===== config.mk =====
export PLATFORM = sky130hd
export DESIGN_NAME = rgl_front_flat
export DESIGN_NICKNAME = d
export VERILOG_FILES = /design/src/rgl_pkg.sv /design/src/rgl_if.sv /design/src/rgl_front.sv /design/src/flat_wrapper.sv
export SDC_FILE = /design/constraint.sdc
export NUM_CORES = 1
export LEC_CHECK = 0
export BUFFER_PORTS_ARGS = -buffer_cell sky130_fd_sc_hd__buf_4
export CAP_MARGIN = 20
export CORE_MARGIN = 8
export CORE_UTILIZATION = 45
export CTS_CLUSTER_SIZE = 12
export DETAILED_ROUTE_END_ITERATION = 10
export PLACE_DENSITY = 0.72
export SETUP_SLACK_MARGIN = 0.2
export SLEW_MARGIN = 20
export SYNTH_ARGS = -nofsm -noshare
export SYNTH_HDL_FRONTEND = slang
export SYNTH_SLANG_ARGS = --single-unit
export TNS_END_PERCENT = 20

===== constraint.sdc =====
create_clock -name clk -period 4.85 [get_ports clk]
set_input_delay 0.7275 -clock clk [delete_from_list [all_inputs] [get_ports clk]]
set_output_delay 0.7275 -clock clk [all_outputs]
set_load 0.02 [all_outputs]

===== src/rgl_pkg.sv =====
// Shared types, constants and helper functions for the region growing labeler.
`timescale 1ns / 1ps
package rgl_pkg;

    localparam int MAX_ROWS   = 64;
    localparam int MAX_COLS   = 64;
    localparam int ROW_W      = 6;
    localparam int COL_W      = 6;
    localparam int IDX_W      = ROW_W + COL_W;
    localparam int STORE_SIZE = MAX_ROWS * MAX_COLS;
    localparam int CNT_W      = 13;
    localparam int LABEL_W    = 13;
    localparam int PIX_W      = 24;
    localparam int THR_W      = 9;
    localparam int SIZE_W     = 7;
    localparam int SQ_W       = 18;
    localparam int NB_W       = 3;
    localparam int CFG_IDX_W  = 2;
    localparam int CFG_DATA_W = 9;

    // Input command codes
    localparam logic [1:0] CMD_LOAD = 2'd0;
    localparam logic [1:0] CMD_GROW = 2'd1;
    localparam logic [1:0] CMD_READ = 2'd2;

    // Configuration register indexes
    localparam logic [CFG_IDX_W-1:0] CFG_THRESHOLD  = 2'd0;
    localparam logic [CFG_IDX_W-1:0] CFG_COLOR_MODE = 2'd1;
    localparam logic [CFG_IDX_W-1:0] CFG_IMAGE_ROWS = 2'd2;
    localparam logic [CFG_IDX_W-1:0] CFG_IMAGE_COLS = 2'd3;

    typedef enum logic [1:0] {
        OP_LOAD,
        OP_GROW,
        OP_READ
    } rgl_op_t;

    typedef struct packed {
        rgl_op_t              op;
        logic [ROW_W-1:0]     row;
        logic [COL_W-1:0]     col;
        logic [PIX_W-1:0]     pixel;
    } rgl_cmd_t;

    typedef struct packed {
        logic [THR_W-1:0]  threshold;
        logic              color_mode;
        logic [SIZE_W-1:0] image_rows;
        logic [SIZE_W-1:0] image_cols;
    } rgl_cfg_t;

    typedef enum logic [3:0] {
        ST_IDLE,
        ST_READ_W,
        ST_CLEAR,
        ST_SEED,
        ST_POP,
        ST_POP_W,
        ST_CUR_W,
        ST_NB,
        ST_NB_W,
        ST_NB_SQ,
        ST_NB_CMP,
        ST_SCAN,
        ST_SCAN_W,
        ST_DONE
    } rgl_state_t;

    // Row step of neighbour k, visit order as in the growth definition
    function automatic logic signed [1:0] nbr_drow(input logic [NB_W-1:0] k);
        logic signed [1:0] d;
        case (k)
            3'd0:    d = -2'sd1;
            3'd1:    d =  2'sd0;
            3'd2:    d =  2'sd1;
            3'd3:    d =  2'sd1;
            3'd4:    d =  2'sd1;
            3'd5:    d =  2'sd0;
            3'd6:    d = -2'sd1;
            default: d = -2'sd1;
        endcase
        return d;
    endfunction

    // Column step of neighbour k
    function automatic logic signed [1:0] nbr_dcol(input logic [NB_W-1:0] k);
        logic signed [1:0] d;
        case (k)
            3'd0:    d = -2'sd1;
            3'd1:    d = -2'sd1;
            3'd2:    d = -2'sd1;
            3'd3:    d =  2'sd0;
            3'd4:    d =  2'sd1;
            3'd5:    d =  2'sd1;
            3'd6:    d =  2'sd1;
            default: d =  2'sd0;
        endcase
        return d;
    endfunction

    // Clamp a configured image size to 1..limit
    function automatic logic [SIZE_W-1:0] eff_size(input logic [SIZE_W-1:0] v,
                                                   input logic [SIZE_W-1:0] lim);
        logic [SIZE_W-1:0] r;
        if (v == '0)
            r = SIZE_W'(1);
        else if (v > lim)
            r = lim;
        else
            r = v;
        return r;
    endfunction

    function automatic logic [7:0] abs_diff(input logic [7:0] a, input logic [7:0] b);
        return (a > b) ? (a - b) : (b - a);
    endfunction

endpackage


===== src/rgl_if.sv =====
// Request and result channel interfaces of the region growing labeler.
`timescale 1ns / 1ps
interface rgl_req_if;
    logic       valid;
    logic       ready;
    logic [1:0] command;
    logic [5:0] row;
    logic [5:0] col;
    logic [7:0] chan0;
    logic [7:0] chan1;
    logic [7:0] chan2;

    modport source (output valid, command, row, col, chan0, chan1, chan2, input ready);
    modport sink   (input valid, command, row, col, chan0, chan1, chan2, output ready);
endinterface



===== src/rgl_front.sv =====
// Front end: takes requests, decodes the command and queues it for the back end.
`timescale 1ns / 1ps
module rgl_front
    import rgl_pkg::*;
(
    input  logic      clk,
    input  logic      rst_n,
    rgl_req_if.sink   req,
    output logic      cmd_valid,
    output rgl_cmd_t  cmd,
    input  logic      cmd_pop
);

    rgl_cmd_t   entry_reg [2];
    logic       wr_ptr_reg;
    logic       wr_ptr_next;
    logic       rd_ptr_reg;
    logic       rd_ptr_next;
    logic [1:0] count_reg;
    logic [1:0] count_next;
    logic       take;
    logic       push;
    logic       pop;
    rgl_cmd_t   dec;

    assign req.ready = (count_reg != 2'd2);
    assign take      = req.valid && req.ready;

    // Decode the command; unknown codes are dropped here
    always_comb
    begin
        dec.row   = req.row;
        dec.col   = req.col;
        dec.pixel = {req.chan2, req.chan1, req.chan0};
        dec.op    = OP_LOAD;
        push      = take;
        unique case (req.command)
            CMD_LOAD: dec.op = OP_LOAD;
            CMD_GROW: dec.op = OP_GROW;
            CMD_READ: dec.op = OP_READ;
            default:
            begin
                dec.op = OP_LOAD;
                push   = 1'b0;
            end
        endcase
    end

    assign pop       = cmd_pop && (count_reg != 2'd0);
    assign cmd_valid = (count_reg != 2'd0);
    assign cmd       = entry_reg[rd_ptr_reg];

    // Queue pointers
    always_comb
    begin
        wr_ptr_next = push ? ~wr_ptr_reg : wr_ptr_reg;
        rd_ptr_next = pop  ? ~rd_ptr_reg : rd_ptr_reg;
        count_next  = count_reg + {1'b0, push} - {1'b0, pop};
    end

    always_ff @(posedge clk or negedge rst_n)
    begin
        if (!rst_n)
        begin
            wr_ptr_reg <= 1'b0;
            rd_ptr_reg <= 1'b0;
            count_reg  <= 2'd0;
        end
        else
        begin
            wr_ptr_reg <= wr_ptr_next;
            rd_ptr_reg <= rd_ptr_next;
            count_reg  <= count_next;
        end
    end

    always_ff @(posedge clk)
    begin
        if (push)
            entry_reg[wr_ptr_reg] <= dec;
    end

    a_count_max: assert property (@(posedge clk) disable iff (!rst_n)
        count_reg != 2'd3)
        else $error("front queue count out of range");

    a_full_no_push: assert property (@(posedge clk) disable iff (!rst_n)
        (count_reg == 2'd2) && !pop |=> count_reg == 2'd2)
        else $error("front queue changed while full and not popped");

    a_pop_order: assert property (@(posedge clk) disable iff (!rst_n)
        pop |=> rd_ptr_reg != $past(rd_ptr_reg))
        else $error("front queue read pointer did not advance");

endmodule


===== src/flat_wrapper.sv =====
// flat-port wrapper written by rule: the top's interface ports become plain ports
module rgl_front_flat import rgl_pkg::*;
  (clk, rst_n, cmd_valid, cmd, cmd_pop, req_valid, req_command, req_row, req_col, req_chan0, req_chan1, req_chan2, req_ready);
  rgl_req_if req_i ();
  input  logic clk;
  input  logic rst_n;
  output logic cmd_valid;
  output rgl_cmd_t cmd;
  input  logic cmd_pop;
  input wire logic [$bits(req_i.valid)-1:0] req_valid;
  input wire logic [$bits(req_i.command)-1:0] req_command;
  input wire logic [$bits(req_i.row)-1:0] req_row;
  input wire logic [$bits(req_i.col)-1:0] req_col;
  input wire logic [$bits(req_i.chan0)-1:0] req_chan0;
  input wire logic [$bits(req_i.chan1)-1:0] req_chan1;
  input wire logic [$bits(req_i.chan2)-1:0] req_chan2;
  output wire logic [$bits(req_i.ready)-1:0] req_ready;
  assign req_i.valid = req_valid;
  assign req_i.command = req_command;
  assign req_i.row = req_row;
  assign req_i.col = req_col;
  assign req_i.chan0 = req_chan0;
  assign req_i.chan1 = req_chan1;
  assign req_i.chan2 = req_chan2;
  assign req_ready = req_i.ready;
  rgl_front u_core (.clk(clk), .rst_n(rst_n), .req(req_i), .cmd_valid(cmd_valid), .cmd(cmd), .cmd_pop(cmd_pop));
endmodule

Word level (Yosys, flattened, before mapping)

Memories as Yosys holds them, arrays and structs flattened.
Cells that the tools add are included.

Register bits after elaboration: 4
Input port bits: 42
Output and inout port bits: 40
Memory bits (writable): 76
Logic and storage cells: 20
Memories: 1

Memories:

| name             | words | width | rd ports | clocked after Yosys merged registers in | wr ports | RTL line        | text |
|---|---|---|---|---|---|---|---|
| u_core.entry_reg | 2     | 38    | 1        | 0                                       | 1        | rgl_front.sv:14 | `rgl_cmd_t entry_reg [2];` |

Reductions and logical operators: 5
Muxes and demuxes: 4
Add/subtract/negate cells: 2
Equal/unequal tests: 3
Bitwise logic cells: 2

Operator list:

| kind                                                             | number |
|---|---|
| 2-bit case mux with 2 select lines                               | 1 |
| 1-bit two-way mux                                                | 3 |
| 3-bit OR reduction                                               | 1 |
| 2-bit by 1-bit adder with 2-bit output                           | 1 |
| 2-bit by 1-bit == test with 1-bit output (second input constant) | 1 |
| 2-bit == test (second input constant)                            | 1 |
| 1-bit logical AND                                                | 2 |
| 2-bit logical NOT                                                | 1 |
| 2-bit inequality test (second input constant)                    | 1 |
| 1-bit inverter                                                   | 2 |
| 2-bit nonzero test                                               | 1 |
| 2-bit by 1-bit subtractor with 2-bit output                      | 1 |

Depth between registers and ports, before layout

Depth in word-level cells: 5
Mapped depth: 5
Depth with buffers taken out: 5

Least setup slack after synthesis

No wires, ideal clock.

Kind: input-to-reg
Start point: input req_command[1]
End point: memory u_core.entry_reg[0][0] (netlist name) (enable)
Arrival: 2.596 ns
Path slack: 1.821 ns
Path buffers: 0
Cell stages on the path: 3
Setup time: 0.433 ns
Data required time: 4.417 ns
Path through: nand2_1 nand3_1 nor2_1

Cells in the longest elaborated chain, start to end: 5
Elaborated cells on any way between the ends: 7
Those cells by class: 2 x eq/ne; 3 x mux; 2 x reduce/logical

RTL lines:

| item                                                                   | RTL line           | text |
|---|---|---|
| start: declaration                                                     | flat_wrapper.sv:11 | `input wire logic [$bits(req_i.command)-1:0] req_command;` |
| 2-bit by 1-bit == test with 1-bit output, or another cell as far along | rgl_front.sv:37    | `unique case (req.command)` |
| 3-bit OR reduction (no source line) (*)                                | -                  |  |
| 1-bit two-way mux (*)                                                  | rgl_front.sv:37    |  |
| 1-bit two-way mux (*)                                                  | rgl_front.sv:79    | `if (push)` |
| 1-bit two-way mux (not written as such) (*)                            | rgl_front.sv:80    | `entry_reg[wr_ptr_reg] <= dec;` |
| end: declaration                                                       | rgl_front.sv:14    |  |

Every way passes the cells marked *; elsewhere a longest branch is shown, timed or not.

==> out/metrics.yaml <==
status:
  status: "finished, final reports clean"
critical_path:
  cp-start-kind: "flop"
  crit_slowest_cell: "dfrtp_2"
  criticalPathCategory: "reg -> out"
  r2r_start: "u_core.count_reg[1]"
  end_kind: "output pin"
  cp.required_ps: 4120
  cp.arrival_ps: 1960
  reg2reg_to: "u_core.entry_reg[1][20]"
  r2r_setup_slack_ps: 2860
  slowest_delay_ps: 1020
  cp_max_fo: 39
  path_cells: "mux2_2, buf_4"
  rr_worst_depth: 4
power:
  power_frac_clock_pct: 19.8
  p_leak_nw: 1.50
  combPwrFrac_pct: 35.4
  p_int_w: 0.00155
  power_density_nw_per_um2: 574
  seq_power_share_pct: 44.9
  p_sw_share_pct: 31.2
  p_switching_w: 0.000703
  ir_drop_mv: 0.368
clocking:
  htreeDepth: 3
  post-cts-setup-buffers: 0
  cts_tree: "built"
  ctsHoldBuffers: 0
  clk_pin_slew_ps: 70
  cts_root_buffer: "clkbuf_8"
  clock_latency_ps: 330
  cts_resized: 0
  clkSinkCount: 80
  clockBufferDepth: 2
  cts_buffers: 9
timing:
  maxSlewHeadroom_pct: 34.8
  period_share_pct: 55.4
  fin_crit_ps: 2680
  worst_slew_pin_slew_ps: 979
  hold_viol: 0
  drv_slew: 0
  finalSetupViolCount: 0
  timing.final.ws_setup_ps: 2170
  grt_setup_unrepaired: "no"
  fmax_mhz: 372
  setup_tns_ps: 0
  finClkSkew_ps: 8.56
min_path:
  hp-class: "in -> async"
synth:
  synthFlopType: "edfxtp_1"
  synthTopCellsByArea: "edfxtp_1 (76%), mux2_2 (10%), mux2_4 (5.0%), dfrtp_1 (3.3%), xor2_1 (0.87%)"
  synth_edf_count: 76
  synth_top_cell_area_share_pct: 75.8
  synthesis.area_um2: 3010
  syn-num-nets: 183
  synth.most_common_cell: "edfxtp_1"
  yosysSeqAreaShare_pct: 79.2
  syn_inst: 140
  ys_top_cells_by_count: "edfxtp_1 (76), mux2_2 (28), mux2_4 (10), dfrtp_1 (4), xor2_1 (3)"
  synth-seq-cells: 80
  synth_cell_types: 19
  yosys_warnings: 0
  avgSynthCellArea_um2: 21.5
  yosysTopAreaCell: "edfxtp_1"
  ys_async_sr_fraction_pct: 5.00
grt:
  grt_overflow: 0
  grt_max_degree: 40
  grt_usage_pct: 11.3
  grt_pass1_wl_um: 8400
  grt_pass1_vias: 1737
  antenna_found_initial: 0
cells_and_area:
  syn_to_final_growth_pct: 30.5
  nNetsFinal: 273
  num_antenna_cells: 0
  largest_reg_flops: 76
  fillCellCount: 507
  drive_gt1_share_pct: 57.9
placement:
  port_buffers: 81
  gpl.final_weighted_congestion: 0.624
  dpl_worst_slack_ps: 2310
  dp.final_hpwl_um: 3630
die:
  num_rows: 30
  dieArea_um2: 9560
  die_w_um: 97.8
  start_util_pct: 45.3
  pin_count: 82
  fp.coreArea_um2: 6640
  die_h_um: 97.8
flow_run:
  max-cap-violations: 0
drt:
  drc: 0
  firstDrtPassIters: 4
  wl_per_cell_um: 17.0
  antenna_left: 0
  num_vias: 1536
  first_iter_violations: 33
  routed_wirelength_um: 5370
  viasPerCell: 4.88
cell families (layout without fill, tap and decap cells):
family | after synthesis | count (layout) | share of synthesized area, %
buffers and inverters | 6 | 101 | 1.62
AND/OR/NAND/NOR | 10 | 10 | 1.87
flip-flops | 80 | 80 | 79.2
multiplexers | 38 | 38 | 15.5
adder cells (fa/ha/maj) | 1 | 1 | 0.416
XOR/XNOR | 5 | 5 | 1.46
cells in the final DEF (no fill, tap or decap), types with 2 or more instances in the layout:
cell type,netlist,routed
dfrtp_1,4,3
nor2b_1,2,2
mux2_2,28,28
clkbuf_1,0,2
clkinv_1,0,2
inv_1,2,2
mux2_4,10,10
xor2_1,3,3
buf_4,2,81
xnor2_1,2,2
clkbuf_8,0,9
nor2_4,0,2
buf_16,0,2
edfxtp_1,76,76
clkinv_2,0,2
power groups by stage:
stage | Sequential, W | Combinational [W] | Clock, W
2_1_floorplan | 0.000955 | 0.000560 | 0
3_3_place_gp | 0.00103 | 0.000776 | 0
3_5_place_dp | 0.00103 | 0.000780 | 0
4_1_cts | 0.00102 | 0.000784 | 0.000457
5_1_grt | 0.00103 | 0.000844 | 0.000485
6_report | 0.00101 | 0.000797 | 0.000445
worst max path at each step:
| stage | from | endpoint |
|---|---|---|
| finish | u_core.rd_ptr_reg | cmd[30] |
| global route | u_core.rd_ptr_reg | cmd[30] |
| CTS | u_core.rd_ptr_reg | cmd[30] |
| detailed placement | req_command[1] | u_core.entry_reg[1][17] |
| global placement | req_command[1] | u_core.entry_reg[0][17] |
| floorplan | req_command[1] | u_core.entry_reg[0][0] |
through the flow:
step	area [µm²]	cells	hold WS (ps)	utilization (%)	total power (W)
3_3_place_gp	3690	297	528	55.6	0.00180
3_5_place_dp	3690	297	527	55.6	0.00181
4_1_cts	3870	313	160	58.3	0.00226
5_1_grt	3930	315	163	59.1	0.00235
6_report	3930	315	180	59.1	0.00225
2_1_floorplan	3010	140	432	-	0.00151
layer usage:
metal	part of all wire [%]	GRT usage (%)	routed length (µm)	vias up
met5	0	0	0	-
met4	1.6	5.40	85	0
met3	9.0	4.77	484	10
met2	46	18.1	2450	74
met1	44	12.7	2350	730
li1	-	-	-	722
worst max-delay path: cells and delay by family (launching register included):
| family | cells | cell delay [ps] |
|---|---|---|
| DFF | 1 | 1020 |
| muxes | 1 | 440 |
| buffers and inverters | 1 | 160 |
layout make-up:
| cell class | instances | area (µm²) | share of cell area (%) |
|---|---|---|---|
| Multi-Input combinational cell | 54 | 593 | 15.1 |
| Timing Repair Buffer | 83 | 663 | 16.9 |
| Sequential cell | 80 | 2380 | 60.7 |
| Clock inverter | 5 | 47.5 | 1.21 |
| Clock buffer | 11 | 131 | 3.35 |
| Inverter | 2 | 7.51 | 0.191 |
| Tap cell | 80 | 100 | 2.55 |
Note: power is estimated with default switching activity, not from simulation.
